**config.mk**
```make
export PLATFORM = sky130hd
export DESIGN_NAME = fingerprint_similarity_engine_unit_flat
export DESIGN_NICKNAME = d
export VERILOG_FILES = /design/src/hw/rtl/fse_pkg.sv /design/src/hw/rtl/fse_if.sv /design/src/hw/rtl/fingerprint_similarity_engine_unit.sv /design/src/flat_wrapper.sv
export SDC_FILE = /design/constraint.sdc
export NUM_CORES = 1
export LEC_CHECK = 0
export BUFFER_PORTS_ARGS = -buffer_cell sky130_fd_sc_hd__clkbuf_2
export CORE_MARGIN = 1
export CORE_UTILIZATION = 52
export DETAILED_ROUTE_END_ITERATION = 10
export PLACE_DENSITY = 0.85
export SLEW_MARGIN = 20
export SYNTH_ARGS = -nofsm -noshare
export SYNTH_HDL_FRONTEND = slang
export SYNTH_SLANG_ARGS = --single-unit
```
**constraint.sdc**
```tcl
create_clock -name clk -period 5.08 [get_ports clk]
set_clock_uncertainty 0.15 [all_clocks]
set_input_delay 0.254 -clock clk [delete_from_list [all_inputs] [get_ports clk]]
set_output_delay 0.254 -clock clk [all_outputs]
set_load 0.02 [all_outputs]
```
**src/hw/rtl/fse_pkg.sv**
```systemverilog
package fse_pkg;

    // Word and field widths
    localparam int WORD_W         = 64;
    localparam int BYTE_W         = 8;
    localparam int VB_W           = 4;
    localparam int BYTES_PER_WORD = WORD_W / BYTE_W;

    // Accumulator widths and their saturation points
    localparam int INTER_W    = 12;
    localparam int UNION_W    = 12;
    localparam int WEIGHT_W   = 13;
    localparam int BYTE_CNT_W = 13;
    localparam logic [INTER_W-1:0]  INTER_MAX  = {INTER_W{1'b1}};
    localparam logic [UNION_W-1:0]  UNION_MAX  = {UNION_W{1'b1}};
    localparam logic [WEIGHT_W-1:0] WEIGHT_MAX = {WEIGHT_W{1'b1}};

    // Popcount of one byte and of the weight of one byte pair
    localparam int PC_W  = 4;
    localparam int WPC_W = PC_W + 1;

    // Divider remainder holds twice the largest denominator
    localparam int REM_W = WEIGHT_W + 1;

    // Defaults for the top-level parameters
    localparam int MAX_BYTES_DEF = 256;
    localparam int FRAC_BITS_DEF = 16;

    // Metric codes
    localparam logic METRIC_TANIMOTO = 1'b0;
    localparam logic METRIC_DICE     = 1'b1;

    // Count the set bits of one byte
    function automatic logic [PC_W-1:0] popcount8(input logic [BYTE_W-1:0] v);
        logic [PC_W-1:0] n;
        n = '0;
        for (int i = 0; i < BYTE_W; i++)
        begin
            n = n + PC_W'(v[i]);
        end
        return n;
    endfunction

endpackage

```
**src/hw/rtl/fse_if.sv**
```systemverilog
// Input words: one 64-bit word of each fingerprint per handshake
interface fse_word_if;
    logic                            valid;
    logic                            ready;
    logic [fse_pkg::WORD_W-1:0]      word_a;
    logic [fse_pkg::WORD_W-1:0]      word_b;
    logic [fse_pkg::VB_W-1:0]        valid_bytes;
    logic                            last;

    modport source (output valid, word_a, word_b, valid_bytes, last, input ready);
    modport sink   (input valid, word_a, word_b, valid_bytes, last, output ready);
endinterface

// Result words: one per fingerprint pair
interface fse_result_if #(
    parameter int SIM_W = fse_pkg::FRAC_BITS_DEF + 1
);
    logic                            valid;
    logic                            ready;
    logic [SIM_W-1:0]                similarity;
    logic [fse_pkg::INTER_W-1:0]     intersection_count;
    logic [fse_pkg::UNION_W-1:0]     union_count;
    logic [fse_pkg::WEIGHT_W-1:0]    weight_sum;
    logic                            overflow;

    modport source (output valid, similarity, intersection_count, union_count,
                    weight_sum, overflow, input ready);
    modport sink   (input valid, similarity, intersection_count, union_count,
                    weight_sum, overflow, output ready);
endinterface

// Configuration writes: the metric select register
interface fse_cfg_if;
    logic valid;
    logic ready;
    logic metric_select;

    modport source (output valid, metric_select, input ready);
    modport sink   (input valid, metric_select, output ready);
endinterface

```
**src/hw/rtl/fingerprint_similarity_engine_unit.sv**
```systemverilog
// Tanimoto / Dice similarity of two bit-vector fingerprints streamed as 64-bit word pairs.
// An input word with n valid bytes (values above eight count as eight) is counted one byte per
// cycle by a single byte popcount unit, and the block takes no new word until those n bytes
// are counted. On the word marked last the block then passes through a setup state, a bit-serial
// compare-subtract divider (skipped when the denominator is zero) and a load of the result
// register; a finished result waits there without blocking new words, and the next result is
// held back until it has been taken. Bytes beyond MAX_BYTES per pair and counts beyond their
// width saturate and raise the overflow bit of that result.
module fingerprint_similarity_engine_unit #(
    parameter int MAX_BYTES = fse_pkg::MAX_BYTES_DEF,
    parameter int FRAC_BITS = fse_pkg::FRAC_BITS_DEF
) (
    input  logic            clk,
    input  logic            rst_n,
    fse_word_if.sink        words,
    fse_result_if.source    result,
    fse_cfg_if.sink         cfg
);

    localparam int SIM_W  = FRAC_BITS + 1;
    localparam int STEP_W = $clog2(FRAC_BITS + 1);
    localparam int INTER_SUM_W  = fse_pkg::INTER_W + 1;
    localparam int UNION_SUM_W  = fse_pkg::UNION_W + 1;
    localparam int WEIGHT_SUM_W = fse_pkg::WEIGHT_W + 1;

    typedef enum logic [4:0] {
        S_IDLE   = 5'b00001,
        S_COUNT  = 5'b00010,
        S_SETUP  = 5'b00100,
        S_DIVIDE = 5'b01000,
        S_EMIT   = 5'b10000
    } state_t;

    state_t state_reg, state_next;

    logic                               metric_reg, metric_next;
    logic [fse_pkg::INTER_W-1:0]        inter_reg, inter_next;
    logic [fse_pkg::UNION_W-1:0]        union_reg, union_next;
    logic [fse_pkg::WEIGHT_W-1:0]       weight_reg, weight_next;
    logic [fse_pkg::BYTE_CNT_W-1:0]     byte_cnt_reg, byte_cnt_next;
    logic                               ovf_reg, ovf_next;

    logic [fse_pkg::WORD_W-1:0]         word_a_reg, word_a_next;
    logic [fse_pkg::WORD_W-1:0]         word_b_reg, word_b_next;
    logic [fse_pkg::VB_W-1:0]           bytes_left_reg, bytes_left_next;
    logic                               last_reg, last_next;

    logic [fse_pkg::REM_W-1:0]          rem_reg, rem_next;
    logic [fse_pkg::WEIGHT_W-1:0]       den_reg, den_next;
    logic [SIM_W-1:0]                   quo_reg, quo_next;
    logic [STEP_W-1:0]                  step_reg, step_next;

    logic                               res_valid_reg, res_valid_next;
    logic [SIM_W-1:0]                   res_sim_reg, res_sim_next;
    logic [fse_pkg::INTER_W-1:0]        res_inter_reg, res_inter_next;
    logic [fse_pkg::UNION_W-1:0]        res_union_reg, res_union_next;
    logic [fse_pkg::WEIGHT_W-1:0]       res_weight_reg, res_weight_next;
    logic                               res_ovf_reg, res_ovf_next;

    // Byte popcount unit
    logic [fse_pkg::BYTE_W-1:0]         byte_a, byte_b;
    logic [fse_pkg::PC_W-1:0]           pc_and, pc_or, pc_a, pc_b;
    logic [fse_pkg::WPC_W-1:0]          pc_w;
    logic [INTER_SUM_W-1:0]             inter_sum;
    logic [UNION_SUM_W-1:0]             union_sum;
    logic [WEIGHT_SUM_W-1:0]            weight_sum;

    // Compare-subtract unit
    logic [fse_pkg::REM_W-1:0]          den_ext, diff;
    logic                               ge;
    logic [fse_pkg::REM_W-1:0]          rem_kept;

    logic [fse_pkg::VB_W-1:0]           nbytes;
    logic                               emit_go;
    logic [fse_pkg::WEIGHT_W-1:0]       num_sel, den_sel;

    assign byte_a = word_a_reg[fse_pkg::BYTE_W-1:0];
    assign byte_b = word_b_reg[fse_pkg::BYTE_W-1:0];
    assign pc_and = fse_pkg::popcount8(byte_a & byte_b);
    assign pc_or  = fse_pkg::popcount8(byte_a | byte_b);
    assign pc_a   = fse_pkg::popcount8(byte_a);
    assign pc_b   = fse_pkg::popcount8(byte_b);
    assign pc_w   = fse_pkg::WPC_W'(pc_a) + fse_pkg::WPC_W'(pc_b);

    assign inter_sum  = INTER_SUM_W'(inter_reg) + INTER_SUM_W'(pc_and);
    assign union_sum  = UNION_SUM_W'(union_reg) + UNION_SUM_W'(pc_or);
    assign weight_sum = WEIGHT_SUM_W'(weight_reg) + WEIGHT_SUM_W'(pc_w);

    assign den_ext  = fse_pkg::REM_W'(den_reg);
    assign ge       = (rem_reg >= den_ext);
    assign diff     = rem_reg - den_ext;
    assign rem_kept = ge ? diff : rem_reg;

    // Clamp the byte count of the incoming word to one word
    assign nbytes = (words.valid_bytes > fse_pkg::VB_W'(fse_pkg::BYTES_PER_WORD))
                    ? fse_pkg::VB_W'(fse_pkg::BYTES_PER_WORD) : words.valid_bytes;

    // Numerator and denominator of the selected metric
    assign num_sel = (metric_reg == fse_pkg::METRIC_DICE)
                     ? {inter_reg, 1'b0} : fse_pkg::WEIGHT_W'(inter_reg);
    assign den_sel = (metric_reg == fse_pkg::METRIC_DICE)
                     ? weight_reg : fse_pkg::WEIGHT_W'(union_reg);

    assign emit_go = !res_valid_reg || result.ready;

    assign words.ready = (state_reg == S_IDLE);
    assign cfg.ready   = 1'b1;

    assign result.valid              = res_valid_reg;
    assign result.similarity         = res_sim_reg;
    assign result.intersection_count = res_inter_reg;
    assign result.union_count        = res_union_reg;
    assign result.weight_sum         = res_weight_reg;
    assign result.overflow           = res_ovf_reg;

    always_comb
    begin
        state_next      = state_reg;
        metric_next     = metric_reg;
        inter_next      = inter_reg;
        union_next      = union_reg;
        weight_next     = weight_reg;
        byte_cnt_next   = byte_cnt_reg;
        ovf_next        = ovf_reg;
        word_a_next     = word_a_reg;
        word_b_next     = word_b_reg;
        bytes_left_next = bytes_left_reg;
        last_next       = last_reg;
        rem_next        = rem_reg;
        den_next        = den_reg;
        quo_next        = quo_reg;
        step_next       = step_reg;
        res_valid_next  = res_valid_reg;
        res_sim_next    = res_sim_reg;
        res_inter_next  = res_inter_reg;
        res_union_next  = res_union_reg;
        res_weight_next = res_weight_reg;
        res_ovf_next    = res_ovf_reg;

        // Drop the result word once taken
        if (result.ready)
        begin
            res_valid_next = 1'b0;
        end

        // Take configuration writes
        if (cfg.valid)
        begin
            metric_next = cfg.metric_select;
        end

        unique case (state_reg)
            S_IDLE:
            begin
                if (words.valid)
                begin
                    word_a_next     = words.word_a;
                    word_b_next     = words.word_b;
                    bytes_left_next = nbytes;
                    last_next       = words.last;
                    if (nbytes != '0)
                    begin
                        state_next = S_COUNT;
                    end
                    else if (words.last)
                    begin
                        state_next = S_SETUP;
                    end
                end
            end

            S_COUNT:
            begin
                // Count one byte pair, or flag it when the pair is full
                if (byte_cnt_reg < fse_pkg::BYTE_CNT_W'(MAX_BYTES))
                begin
                    byte_cnt_next = byte_cnt_reg + fse_pkg::BYTE_CNT_W'(1);
                    if (inter_sum > INTER_SUM_W'(fse_pkg::INTER_MAX))
                    begin
                        inter_next = fse_pkg::INTER_MAX;
                        ovf_next   = 1'b1;
                    end
                    else
                    begin
                        inter_next = inter_sum[fse_pkg::INTER_W-1:0];
                    end
                    if (union_sum > UNION_SUM_W'(fse_pkg::UNION_MAX))
                    begin
                        union_next = fse_pkg::UNION_MAX;
                        ovf_next   = 1'b1;
                    end
                    else
                    begin
                        union_next = union_sum[fse_pkg::UNION_W-1:0];
                    end
                    if (weight_sum > WEIGHT_SUM_W'(fse_pkg::WEIGHT_MAX))
                    begin
                        weight_next = fse_pkg::WEIGHT_MAX;
                        ovf_next    = 1'b1;
                    end
                    else
                    begin
                        weight_next = weight_sum[fse_pkg::WEIGHT_W-1:0];
                    end
                end
                else
                begin
                    ovf_next = 1'b1;
                end

                // Advance to the next byte
                word_a_next     = word_a_reg >> fse_pkg::BYTE_W;
                word_b_next     = word_b_reg >> fse_pkg::BYTE_W;
                bytes_left_next = bytes_left_reg - fse_pkg::VB_W'(1);
                if (bytes_left_reg == fse_pkg::VB_W'(1))
                begin
                    state_next = last_reg ? S_SETUP : S_IDLE;
                end
            end

            S_SETUP:
            begin
                // Load the divider, or settle an empty pair at once
                rem_next  = fse_pkg::REM_W'(num_sel);
                den_next  = den_sel;
                step_next = '0;
                if (den_sel == '0)
                begin
                    quo_next   = (metric_reg == fse_pkg::METRIC_DICE)
                                 ? '0 : {1'b1, {FRAC_BITS{1'b0}}};
                    state_next = S_EMIT;
                end
                else
                begin
                    quo_next   = '0;
                    state_next = S_DIVIDE;
                end
            end

            S_DIVIDE:
            begin
                // One quotient bit per cycle
                quo_next  = {quo_reg[SIM_W-2:0], ge};
                rem_next  = rem_kept << 1;
                step_next = step_reg + STEP_W'(1);
                if (step_reg == STEP_W'(FRAC_BITS))
                begin
                    state_next = S_EMIT;
                end
            end

            S_EMIT:
            begin
                // Hold until the result register is free, then clear the pair
                if (emit_go)
                begin
                    res_valid_next  = 1'b1;
                    res_sim_next    = quo_reg;
                    res_inter_next  = inter_reg;
                    res_union_next  = union_reg;
                    res_weight_next = weight_reg;
                    res_ovf_next    = ovf_reg;
                    inter_next      = '0;
                    union_next      = '0;
                    weight_next     = '0;
                    byte_cnt_next   = '0;
                    ovf_next        = 1'b0;
                    state_next      = S_IDLE;
                end
            end

            default:
            begin
                state_next = S_IDLE;
            end
        endcase
    end

    // Control state
    always_ff @(posedge clk or negedge rst_n)
    begin
        if (!rst_n)
        begin
            state_reg      <= S_IDLE;
            metric_reg     <= fse_pkg::METRIC_TANIMOTO;
            inter_reg      <= '0;
            union_reg      <= '0;
            weight_reg     <= '0;
            byte_cnt_reg   <= '0;
            ovf_reg        <= 1'b0;
            bytes_left_reg <= '0;
            step_reg       <= '0;
            res_valid_reg  <= 1'b0;
        end
        else
        begin
            state_reg      <= state_next;
            metric_reg     <= metric_next;
            inter_reg      <= inter_next;
            union_reg      <= union_next;
            weight_reg     <= weight_next;
            byte_cnt_reg   <= byte_cnt_next;
            ovf_reg        <= ovf_next;
            bytes_left_reg <= bytes_left_next;
            step_reg       <= step_next;
            res_valid_reg  <= res_valid_next;
        end
    end

    // Payload
    always_ff @(posedge clk)
    begin
        word_a_reg     <= word_a_next;
        word_b_reg     <= word_b_next;
        last_reg       <= last_next;
        rem_reg        <= rem_next;
        den_reg        <= den_next;
        quo_reg        <= quo_next;
        res_sim_reg    <= res_sim_next;
        res_inter_reg  <= res_inter_next;
        res_union_reg  <= res_union_next;
        res_weight_reg <= res_weight_next;
        res_ovf_reg    <= res_ovf_next;
    end

endmodule

```
**src/flat_wrapper.sv**
```systemverilog
// flat-port wrapper written by rule: the top's interface ports become plain ports
module fingerprint_similarity_engine_unit_flat 
#(
    parameter int MAX_BYTES = fse_pkg::MAX_BYTES_DEF,
    parameter int FRAC_BITS = fse_pkg::FRAC_BITS_DEF
)
  (clk, rst_n, words_valid, words_word_a, words_word_b, words_valid_bytes, words_last, words_ready, result_valid, result_similarity, result_intersection_count, result_union_count, result_weight_sum, result_overflow, result_ready, cfg_valid, cfg_metric_select, cfg_ready);
  fse_word_if words_i ();
  fse_result_if result_i ();
  fse_cfg_if cfg_i ();
  input  logic clk;
  input  logic rst_n;
  input wire logic [$bits(words_i.valid)-1:0] words_valid;
  input wire logic [$bits(words_i.word_a)-1:0] words_word_a;
  input wire logic [$bits(words_i.word_b)-1:0] words_word_b;
  input wire logic [$bits(words_i.valid_bytes)-1:0] words_valid_bytes;
  input wire logic [$bits(words_i.last)-1:0] words_last;
  output wire logic [$bits(words_i.ready)-1:0] words_ready;
  output wire logic [$bits(result_i.valid)-1:0] result_valid;
  output wire logic [$bits(result_i.similarity)-1:0] result_similarity;
  output wire logic [$bits(result_i.intersection_count)-1:0] result_intersection_count;
  output wire logic [$bits(result_i.union_count)-1:0] result_union_count;
  output wire logic [$bits(result_i.weight_sum)-1:0] result_weight_sum;
  output wire logic [$bits(result_i.overflow)-1:0] result_overflow;
  input wire logic [$bits(result_i.ready)-1:0] result_ready;
  input wire logic [$bits(cfg_i.valid)-1:0] cfg_valid;
  input wire logic [$bits(cfg_i.metric_select)-1:0] cfg_metric_select;
  output wire logic [$bits(cfg_i.ready)-1:0] cfg_ready;
  assign words_i.valid = words_valid;
  assign words_i.word_a = words_word_a;
  assign words_i.word_b = words_word_b;
  assign words_i.valid_bytes = words_valid_bytes;
  assign words_i.last = words_last;
  assign words_ready = words_i.ready;
  assign result_valid = result_i.valid;
  assign result_similarity = result_i.similarity;
  assign result_intersection_count = result_i.intersection_count;
  assign result_union_count = result_i.union_count;
  assign result_weight_sum = result_i.weight_sum;
  assign result_overflow = result_i.overflow;
  assign result_i.ready = result_ready;
  assign cfg_i.valid = cfg_valid;
  assign cfg_i.metric_select = cfg_metric_select;
  assign cfg_ready = cfg_i.ready;
  fingerprint_similarity_engine_unit #(.MAX_BYTES(MAX_BYTES), .FRAC_BITS(FRAC_BITS)) u_core (.clk(clk), .rst_n(rst_n), .words(words_i), .result(result_i), .cfg(cfg_i));
endmodule
```
# Word level (Yosys, flattened, before mapping)
# Cells that the tools add are included.
[classes]
n_addsub = 36
n_lt_le_gt_ge = 6
eq_ne = 14
n_mux = 46
bitwise_logic = 2
n_reduce_logical = 13
[op_table]
columns = ["cell", "count"]
rows = [
  ["one-hot mux 64 bit (2 select lines)", 2],
  ["2-to-1 mux 64 bit", 2],
  ["adder 4 x 1 -> 4 bit", 24],
  ["2-to-1 mux 13 bit", 7],
  ["2-to-1 mux 12 bit", 5],
  ["one-hot mux 13 bit (2 select lines)", 2],
  ["one-hot mux 12 bit (2 select lines)", 2],
  ["2-to-1 mux 5 bit", 7],
  ["2-to-1 mux 17 bit", 2],
  ["one-hot mux 17 bit (2 select lines)", 1],
  ["one-hot mux 14 bit (2 select lines)", 1],
  ["adder 12 x 4 -> 13 bit", 2],
  ["> comparator 13 x 12 -> 1 bit (second input constant)", 2],
  ["one-hot mux 5 bit (5 select lines)", 1],
  ["adder 13 x 5 -> 14 bit", 1],
  ["greater-or-equal comparator 14 x 13 -> 1 bit", 1],
  ["> comparator 14 x 13 -> 1 bit (second input constant)", 1],
  ["adder 13 x 1 -> 13 bit (second input constant)", 1],
  ["logical NOT 13 bit", 1],
  ["< comparator 13 x 9 -> 1 bit (second input constant)", 1],
  ["subtractor 13 bit", 1],
  ["== test 5 bit (second input constant)", 2],
  ["one-hot mux 5 bit (2 select lines)", 1],
  ["adder 1 x 1 -> 2 bit", 4],
  ["other kinds (27)", 43],
]
[word_totals]
regBits = 295
inputBits = 139
out_inout_bits = 58
wordCells = 138

# Longest topological paths before layout
# Gate-level depths: netlist of the first run.
[logic_depth]
depth_word = 15
mapped_depth = 19
ltp_nobuf = 18

# Least setup slack after synthesis of the first run
# No wires, ideal clock.
[synth_path]
kind = "reg-to-reg"
startpoint = "reg u_core.word_a_reg[0] in the netlist's numbering"
endpoint = "reg u_core.weight_reg[11] in the netlist's numbering"
setup_ns = 0.132
arrival_time_ns = 4.542
path_slack_ns = 0.255
path_stages_with_launch = 18
period_less_slack_ns = 4.825
path_cell_list = "edfxtp_1 -> ha_1 -> inv_1 -> fa_1 -> fa_1 -> fa_1 -> fa_1 -> fa_1 -> inv_1 -> ha_1 -> fa_1 -> a21o_1 -> a21o_1 -> and2_0 -> clkbuf_1 -> nand4_1 -> mux2i_1 -> nor2_1"
[synth_between]
elab_chain_len = 13
[synth_rtl]
columns = ["element", "line", "source"]
rows = [
  ["start: declaration", "fingerprint_similarity_engine_unit.sv:43", "logic [fse_pkg::WORD_W-1:0] word_a_reg, word_a_next;"],
  ["start signal: assignment", "fingerprint_similarity_engine_unit.sv:313", "word_a_reg <= word_a_next;"],
  ["adder 1 x 1 -> 2 bit (*)", "fse_pkg.sv:39", "n = n + PC_W'(v[i]);"],
  ["adder 4 x 1 -> 4 bit (*) (6 in a row)", "fse_pkg.sv:39", ""],
  ["adder 4 x 4 -> 5 bit (*)", "fingerprint_similarity_engine_unit.sv:83", "assign pc_w = fse_pkg::WPC_W'(pc_a) + fse_pkg::WPC_W'(pc_b);"],
  ["adder 13 x 5 -> 14 bit (*)", "fingerprint_similarity_engine_unit.sv:87", "assign weight_sum = WEIGHT_SUM_W'(weight_reg) + WEIGHT_SUM_W'(pc_w);"],
  ["> comparator 14 x 13 -> 1 bit", "fingerprint_similarity_engine_unit.sv:196", "if (weight_sum > WEIGHT_SUM_W'(fse_pkg::WEIGHT_MAX))"],
  ["2-to-1 mux 13 bit (*)", "fingerprint_similarity_engine_unit.sv:196", ""],
  ["2-to-1 mux 13 bit (*)", "fingerprint_similarity_engine_unit.sv:175", "if (byte_cnt_reg < fse_pkg::BYTE_CNT_W'(MAX_BYTES))"],
  ["one-hot mux 13 bit (2 select lines) (*)", "fingerprint_similarity_engine_unit.sv:152", "unique case (state_reg)"],
  ["end signal: assignment", "fingerprint_similarity_engine_unit.sv:301", "weight_reg <= weight_next;"],
  ["end: declaration", "fingerprint_similarity_engine_unit.sv:39", "logic [fse_pkg::WEIGHT_W-1:0] weight_reg, weight_next;"],
]
# Every way passes the cells marked *; elsewhere a longest branch is shown, timed or not. The select of a mux whose other input is x is not followed.
# A chain may end at the register's enable or synchronous reset.

# Worst setup path after layout of the first run
[layout_path]
startpoint = "reg u_core.word_a_reg[1] in the netlist's numbering"
endpoint = "reg u_core.weight_reg[8] in the netlist's numbering"
# The elaborated chain is that of the path after synthesis.

==> results of run 1 <==
## critical path: cells and delay by family, from the launching register on
kind / cells / cell delay, ns
compound gates: 3 / 0.51
fa+ha+maj: 8 / 3.17
flops: 1 / 0.41
buf+inv: 2 / 0.11
simple gates: 2 / 0.49
## metrics by stage
stage | power [mW] | worst slack (ns)
2_1_floorplan | 7.34 | 0.255
3_3_place_gp | 8.12 | 0.135
3_5_place_dp | 8.47 | -0.0124
4_1_cts | 10.7 | 0.0200
5_1_grt | 11.7 | -0.0163
6_report | 10.9 | 0.113
## area by class of cell
cell class,count,area share
diodes,2,0.000278
flip-flops and latches,295,0.474
clock buffers,36,0.0447
multi-input cells,876,0.295
inverters,79,0.0165
well taps,341,0.0237
repair buffers,348,0.138
clock inverters,20,0.00786
## cell usage in the layout, fill, tap and decap left out, types with 16 or more instances in the layout
cell / count
clkbuf_16: 31
nor2_1: 50
dlygate4sd3_1: 138
o21ai_0: 35
nor2b_1: 17
edfxtp_1: 228
and2_1: 34
clkbuf_2: 195
ha_1: 42
fa_1: 21
a21oi_1: 53
a31oi_1: 16
inv_1: 78
nand2_1: 386
dfrtp_1: 66
## cells in the mapped netlist, types with 3 or more instances
cell / n / share of area
buf_6: 3 / 0.0024
buf_2: 11 / 0.0039
nand2_1: 388 / 0.10
xnor2_1: 11 / 0.0067
a311oi_1: 7 / 0.0043
a41oi_1: 3 / 0.0018
nand4_1: 9 / 0.0039
and4_1: 6 / 0.0037
dfrtp_1: 66 / 0.12
xor2_1: 15 / 0.0092
nor3_1: 16 / 0.0056
nand2b_1: 6 / 0.0026
nand3_1: 16 / 0.0056
nor2b_1: 17 / 0.0074
mux2i_1: 12 / 0.0084
ha_1: 42 / 0.037
a21oi_1: 53 / 0.019
a211oi_1: 13 / 0.0068
clkbuf_1: 35 / 0.0092
nor4_1: 6 / 0.0026
o21ai_0: 36 / 0.013
o211a_1: 3 / 0.0021
nor2_1: 50 / 0.013
nor3b_1: 5 / 0.0026
or3_1: 3 / 0.0013
edfxtp_1: 228 / 0.48
inv_1: 78 / 0.020
fa_1: 24 / 0.034
o21a_1: 6 / 0.0032
nand3b_1: 3 / 0.0016
mux2_2: 13 / 0.010
a31oi_1: 16 / 0.0070
and2_1: 34 / 0.015
and3_1: 10 / 0.0044
a21o_1: 7 / 0.0037
o31ai_1: 11 / 0.0058
## power by group
group | internal [mW] | switching (mW) | total, mW
clock | 1.19 | 0.952 | 2.14
sequential | 3.61 | 0.485 | 4.10
combinational | 1.88 | 2.83 | 4.71
total | 6.68 | 4.26 | 10.9
## final timing paths
path	slack, ns	startpoint	end	cells past startpoint
hold reg to reg	0.27	u_core.quo_reg[16]	u_core.result.similarity[16]	0
hold / removal	0.1	words_valid_bytes[1]	u_core.bytes_left_reg[1]	4
min in group asynchronous	0.30	rst_n	u_core.bytes_left_reg[1]	3
max in group asynchronous	3.93	rst_n	u_core.inter_reg[0]	3
setup reg to reg	0.11	u_core.word_a_reg[1]	u_core.weight_reg[8]	15
setup / recovery	0.11	u_core.word_a_reg[1]	u_core.weight_reg[8]	15
## metal layers
metal	wire (um)	vias up	share of wire
met4	2100	0	0.054
met1	13500	5433	0.35
met5	0	-	0
met3	3350	171	0.087
met2	19500	751	0.51
li1	-	5146	-
## cell families after synthesis
group,synth area share
AO/OA/AOI/OAI,0.0755
XOR/XNOR,0.0159
adder cells (fa/ha/maj),0.0704
buffers and inverters,0.0381
flip-flops,0.596
multiplexers,0.0186
other,0.000262
AND/OR/NAND/NOR,0.185
## repair_timing
item / in CTS / in global routing
hold buffers: 138 / 0
setup endpoints to repair: 3 / 12
hold endpoints to repair: 203 / 0
resized for setup: 2 / 12
setup buffers: 0 / 2
pin swaps: 0 / 1
==> results by group, run 1 <==
Status
  • Status: finished clean

Global routing
  • Number of global-route vias before repair: ~12000
  • Initial antenna violation count: 2
  • Pin count of the biggest net entering global routing: 96
  • Total track usage: 0.271
  • Gr ovfl total: 0
  • Global-route wire length before repair: slightly below 60000 um
  • Global Route met1 Usage: 0.309
  • Met2 usage in global routing: 0.488
  • GR peak layer: met2
  • Met3 usage: 0.0449

Finish
  • Share of post-route cells with drive strength above 1: 0.184
  • Final #Nets: 1835
  • # fillers: ~1700
  • Sequential Area: roughly 8500 sq um
  • Core Util, Final: 0.667
  • Area grow syn2layout: 25.8%
  • Post-Layout Cell Count: 1997
  • Multi-input gate area: roughly 5300 sq um
  • Finished Cell Area: approximately 18000 sq um

Setup path
  • CP max-delay cell: fa_1
  • Worst setup path category: flop to flop
  • Crit-path cells: ha_1 -> inv_1 -> fa_1 -> fa_1 -> fa_2 -> fa_1 -> fa_1 -> inv_1 -> ha_1 -> fa_2 -> a21o_1 -> a21o_1 -> and3_2 -> nor3_2 -> a211oi_1
  • CP max FO: 4
  • Critical path endpoint category: flop
  • Most used cell, CP: fa_1
  • Worst setup SP type: flop
  • Largest stage delay, worst path: a little under 0.5 ns
  • CP arrival: between 5 and 6 ns
  • WP data required: between 5 and 6 ns

Hold path
  • Min-Delay Path Class: primary input to flop

Synth
  • Asr flop ratio synth: 0.227
  • EDFF count, synth: 228
  • YS warnings: 0
  • Primary FF master, synth: edfxtp_1
  • Avg Cell Area, Syn: between 10 and 15 sq um
  • Mapped Cells: approximately 1300
  • Sequential area share after synthesis: 0.596
  • #FFs+latches synth: a little under 300
  • Syn Nets: 1509
  • Yosys cell types: 69
  • Synth Cell Area: ~14000 sq um

Floorplanning
  • DIE HEIGHT: 168 um
  • Std-Cell Rows: 60
  • Initial Utilization: 0.530
  • Die area: around 28000 sq um
  • Die width: approximately 170 um
  • Core area: about 27000 sq um
  • IO Pins: between 150 and 200

Detailed routing
  • DR iter-0 viols: ~1100
  • Final WL: a little under 40000 um
  • Wire length per cell: about 19 um
  • Vias: around 12000
  • DRC Markers: 0
  • DRT Pass-1 Iters: 5
  • Post-DR vias/cell: between 5 and 6
  • DRT antenna net count: 0

STA
  • Minimum clock period: slightly below 5 ns
  • Worst-Margin Slew: 0.945 ns
  • RSZ-0062 raised after global routing: true
  • Hold Fails Final Rpt: 0
  • Slew headroom: 0.370
  • Hold slack: 0.0967 ns
  • Fin. max-slew vios: 0
  • Total negative slack: 0 ns
  • # setup viols final: 0
  • Fmax: around 200 MHz
  • Final critical-path share of the clock period: 0.978

Clock tree
  • Clk slew on worst S/H paths: approximately 0.060 ns
  • CTS HTree Levels: 1
  • Clock buffer count from CTS: 30
  • Longest Clk Path Bufs: 3
  • Clock sink count: between 200 and 300
  • CTS tree: yes
  • Later-pin clock latency in the skew report: between 0.5 and 0.6 ns
  • Root Driver: clkbuf_16

Power
  • P_leak: 7.84 nW
  • Power per cell area: about 610 nW/um^2
  • Worst vdd ir: around 520 uV

Placement
  • Placed insts: approximately 1800
  • Routability cong.: between 0.8 and 0.9
  • IO buf count: roughly 200
  • Dpl cell area: 15600 sq um
  • Hpwl dp: between 20000 and 25000 um

Run
  • Max_cap viols: 0
(Power assumes the default switching activity.)
==> run 2, diff against run 1 <==
- ABC_AREA: default -> 1
- CORE_UTILIZATION: 52 -> 53
- PLACE_DENSITY: 0.85 -> 0.86
==> run 2 against run 1 <==
- synthesized area increased by 5.8%
- global-route usage is 0.91 points higher
- register-to-register slack gained 0.04 ns
- flip-flop and latch count did not move
- worst hold slack worse by 0.033 ns
- sequential power up 2%
- largest power group unchanged
==> results by group, run 2 <==
STA
  • Slew headroom: 0.229 (-0.141)
  • Hold Fails Final Rpt: 0 (unchanged)
  • Fmax: 203 MHz (+0.73%)
  • Minimum clock period: 4.93 ns (-0.0358 ns)
  • Final critical-path share of the clock period: 0.971 (-0.00704)
  • # setup viols final: 0 (unchanged)
  • Hold slack: 0.0633 ns (-0.0334 ns)
  • Fin. max-slew vios: 0 (unchanged)
  • Worst-Margin Slew: 1.16 ns (+0.211 ns)

Setup path
  • CP startpoint: u_core.word_b_reg[0]
  • R2r startpoint: u_core.word_b_reg[0]
  • Worst setup path category: flop to flop
  • CP max-delay cell: fa_1
  • R2R cell count: 16 (+1)
  • Delay-heaviest family, CP: adder cells
  • Critical path depth: 16 (+1)
  • Largest stage delay, worst path: 0.54 ns (+0.05 ns)
  • CP arrival: 5.26 ns (+0.04 ns)
  • Crit-path cells: or2_2 -> ha_1 -> inv_1 -> fa_1 -> fa_1 -> fa_1 -> fa_1 -> fa_1 -> nand3b_1 -> nand2_1 -> nand3_1 -> inv_1 -> nand3_4 -> o21ai_0 -> nand2_1 -> o21ai_1
  • Worst setup SP type: flop
  • Buf/Inv on CP: 2 (unchanged)
  • Critical path endpoint category: flop
  • CP max FO: 7 (+3)
  • WP data required: 5.41 ns (+0.08 ns)
  • Most used cell, CP: fa_1

Power
  • Clk pwr share: 0.176 (-0.019)
  • Flop pwr share: 0.323 (-0.052)
  • Net switching power: 5.47 mW (+28%)
  • Combinational share of power: 0.501 (+0.071)
  • Total power: 12.9 mW (+18%)
  • P_leak: 8.95 nW (+14%)
  • Switch share: 0.424 (+0.0346)
  • Power per cell area: 687 nW/um^2 (+13%)
  • Worst vdd ir: 706 uV (+35%)
  • Internal power: 7.43 mW (+11%)

Floorplanning
  • DIE HEIGHT: 171 um (+1.9%)
  • Initial Utilization: 0.541 (+0.0110)
  • IO Pins: 197 (unchanged)
  • Die area: 29200 sq um (+3.8%)
  • Core area: 27900 sq um (+3.6%)
  • Die width: 171 um (+1.9%)
  • Std-Cell Rows: 61 (+1.7%)

Detailed routing
  • Vias: 12600 (+9.9%)
  • DR iter-0 viols: 1281 (+19%)
  • Final WL: 39700 um (+3.2%)
  • Wire length per cell: 16.8 um (-13%)
  • Post-DR vias/cell: 5.35 (-7.0%)
  • DRT antenna net count: 0 (unchanged)
  • DRC Markers: 0 (unchanged)
  • DRT Pass-1 Iters: 6 (+1)

Synth
  • #FFs+latches synth: 295 (unchanged)
  • Syn Nets: 1835 (+22%)
  • Yosys cell types: 48 (-30%)
  • Area share of the largest cell type after synthesis: 0.453 (-0.0262)
  • Synth Cell Area: 15100 sq um (+5.8%)
  • Sequential area share after synthesis: 0.564 (-0.0327)
  • Top post-synthesis cells by count: nand2_1 (598), edfxtp_1 (228), inv_1 (222)
  • YS warnings: 0 (unchanged)
  • Primary FF master, synth: edfxtp_1
  • EDFF count, synth: 228 (unchanged)
  • Mapped Cells: 1630 (+25%)
  • Avg Cell Area, Syn: 9.28 sq um (-15%)
  • Synth area leader: edfxtp_1
  • Asr flop ratio synth: 0.227 (unchanged)
  • Top-count cell post-synth: nand2_1
  • Synth area leaders: edfxtp_1 (45%), nand2_1 (15%), dfrtp_1 (11%), inv_1 (5.5%), ha_1 (3.5%)

Clock tree
  • Clock sink count: 295 (unchanged)
  • Setup bufs post-CTS: 0 (unchanged)
  • Clk slew on worst S/H paths: 0.06 ns (about the same)
  • Clock buffer count from CTS: 31 (+3.3%)
  • Root Driver: clkbuf_16
  • CTS HTree Levels: 1 (unchanged)
  • Longest Clk Path Bufs: 3 (unchanged)
  • Later-pin clock latency in the skew report: 0.56 ns (about the same)
  • CTS tree: yes

Hold path
  • Hold Path Stages: 3 (-1)
  • Min-Delay Path Class: primary input to flop
  • Hold_sp: words_valid

Finish
  • Share of post-route cells with drive strength above 1: 0.155 (-0.0293)
  • Commonest non-fill, non-tap cell in the layout: nand2_1
  • Area grow syn2layout: 24.3%
  • Final #Nets: 2160 (+18%)
  • Commonest non-fill, non-tap cells in the layout: nand2_1 (596), edfxtp_1 (228), inv_1 (222), clkbuf_2 (195), dlygate4sd3_1 (137)
  • # fillers: 2037 (+17%)

Global routing
  • Initial antenna violation count: 2 (unchanged)
  • Gr ovfl total: 0 (unchanged)
  • Global-route wire length before repair: 63900 um (+7.1%)
  • Pin count of the biggest net entering global routing: 116 (+21%)
  • Number of global-route vias before repair: 12700 (+8.9%)
  • Total track usage: 0.280 (+0.00911)

Placement
  • IO buf count: 195 (unchanged)
  • Routability cong.: 0.945 (+5.2%)
  • Hpwl dp: 23000 um (+8.4%)

Run
  • Max_cap viols: 0 (unchanged)

Status
  • Status: finished clean
-- run 2: cell types whose count changed in the layout (fill, tap and decap cells not counted), moves of 13 or more --
| cell | change |
|---|---|
| a21oi_1 | -18 |
| inv_1 | +144 |
| and2_1 | -34 |
| a31oi_1 | -16 |
| nand4_1 | +15 |
| mux2_2 | -13 |
| nand2_1 | +210 |
| o21ai_0 | +37 |
| nand3_1 | +40 |
| nor2_1 | +43 |
| nor2b_1 | -17 |
-- run 2: cell type report --
class	instances	area (sq um)	share of cell area
repair buffers	340	2410	0.128
clock inverters	22	210	0.0112
clock buffers	36	795	0.0423
inverters	231	870	0.0463
flip-flops and latches	295	8520	0.454
diodes	2	5.00	0.000266
multi-input cells	1056	5510	0.293
well taps	378	473	0.0252
-- run 2: what timing repair did --
item | CTS | global route
endpoints found under the setup margin | 0 | 14
resized for setup | 0 | 5
hold buffers | 137 | 0
hold endpoints to repair | 205 | 0
-- run 2: power by group through the flow --
stage	registers, mW	logic, mW	clock network (mW)
floorplan	4.04	4.79	0
global placement	4.10	5.82	0
detailed placement	4.14	6.16	0
CTS	4.10	6.31	2.28
global route	4.23	7.35	2.39
finish	4.17	6.46	2.27
-- run 2: per-stage QoR --
stage               cell area (sq um)  setup TNS, ns   util  worst slack (ns)  cells
finish                          18800              0  0.673             0.149   2360
global route                    18800       -0.00107  0.673          -0.00107   2360
CTS                             18800              0  0.672            0.0696   2358
detailed placement              16400              0  0.587            0.0877   2163
global placement                16400              0  0.587             0.214   2163
floorplan                       15100              0      -             0.170   1630
-- run 2: worst reg2reg max path: stages, from the launching register on --
cell      delay (ns)
edfxtp_1        0.42
or2_2           0.32
ha_1            0.29
inv_1           0.06
fa_1            0.50
fa_1            0.54
fa_1            0.50
fa_1            0.50
fa_1            0.46
nand3b_1        0.21
nand2_1         0.15
nand3_1         0.15
inv_1           0.17
nand3_4         0.15
o21ai_0         0.12
nand2_1         0.08
o21ai_1         0.10
-- run 2: logic make-up after synthesis --
family | synth area share
buf+inv | 0.0749
fa+ha+maj | 0.0665
xor+xnor | 0.0139
flops | 0.564
simple gates | 0.231
compound gates | 0.0497
other cells | 0.000248
-- run 2: worst paths after layout --
| check | slack (ns) | to |
|---|---|---|
| worst max-delay path | 0.15 | u_core.union_reg[8] |
| worst min-delay path | 0.06 | u_core.last_reg |
| worst max register to register | 0.15 | u_core.union_reg[8] |
| worst min register to register | 0.27 | u_core.result.similarity[16] |
| max in group asynchronous | 3.89 | u_core.state_reg[1] |
| min in group asynchronous | 0.27 | u_core.union_reg[2] |
-- run 2: layer usage --
metal  global-route usage  vias to the layer above  wire, um
li1                     -                     5878         -
met1                0.339                     5916     15000
met2                0.498                      702     20000
met3               0.0440                      138      3110
met4                0.113                        0      1660
met5                    0                        -         0
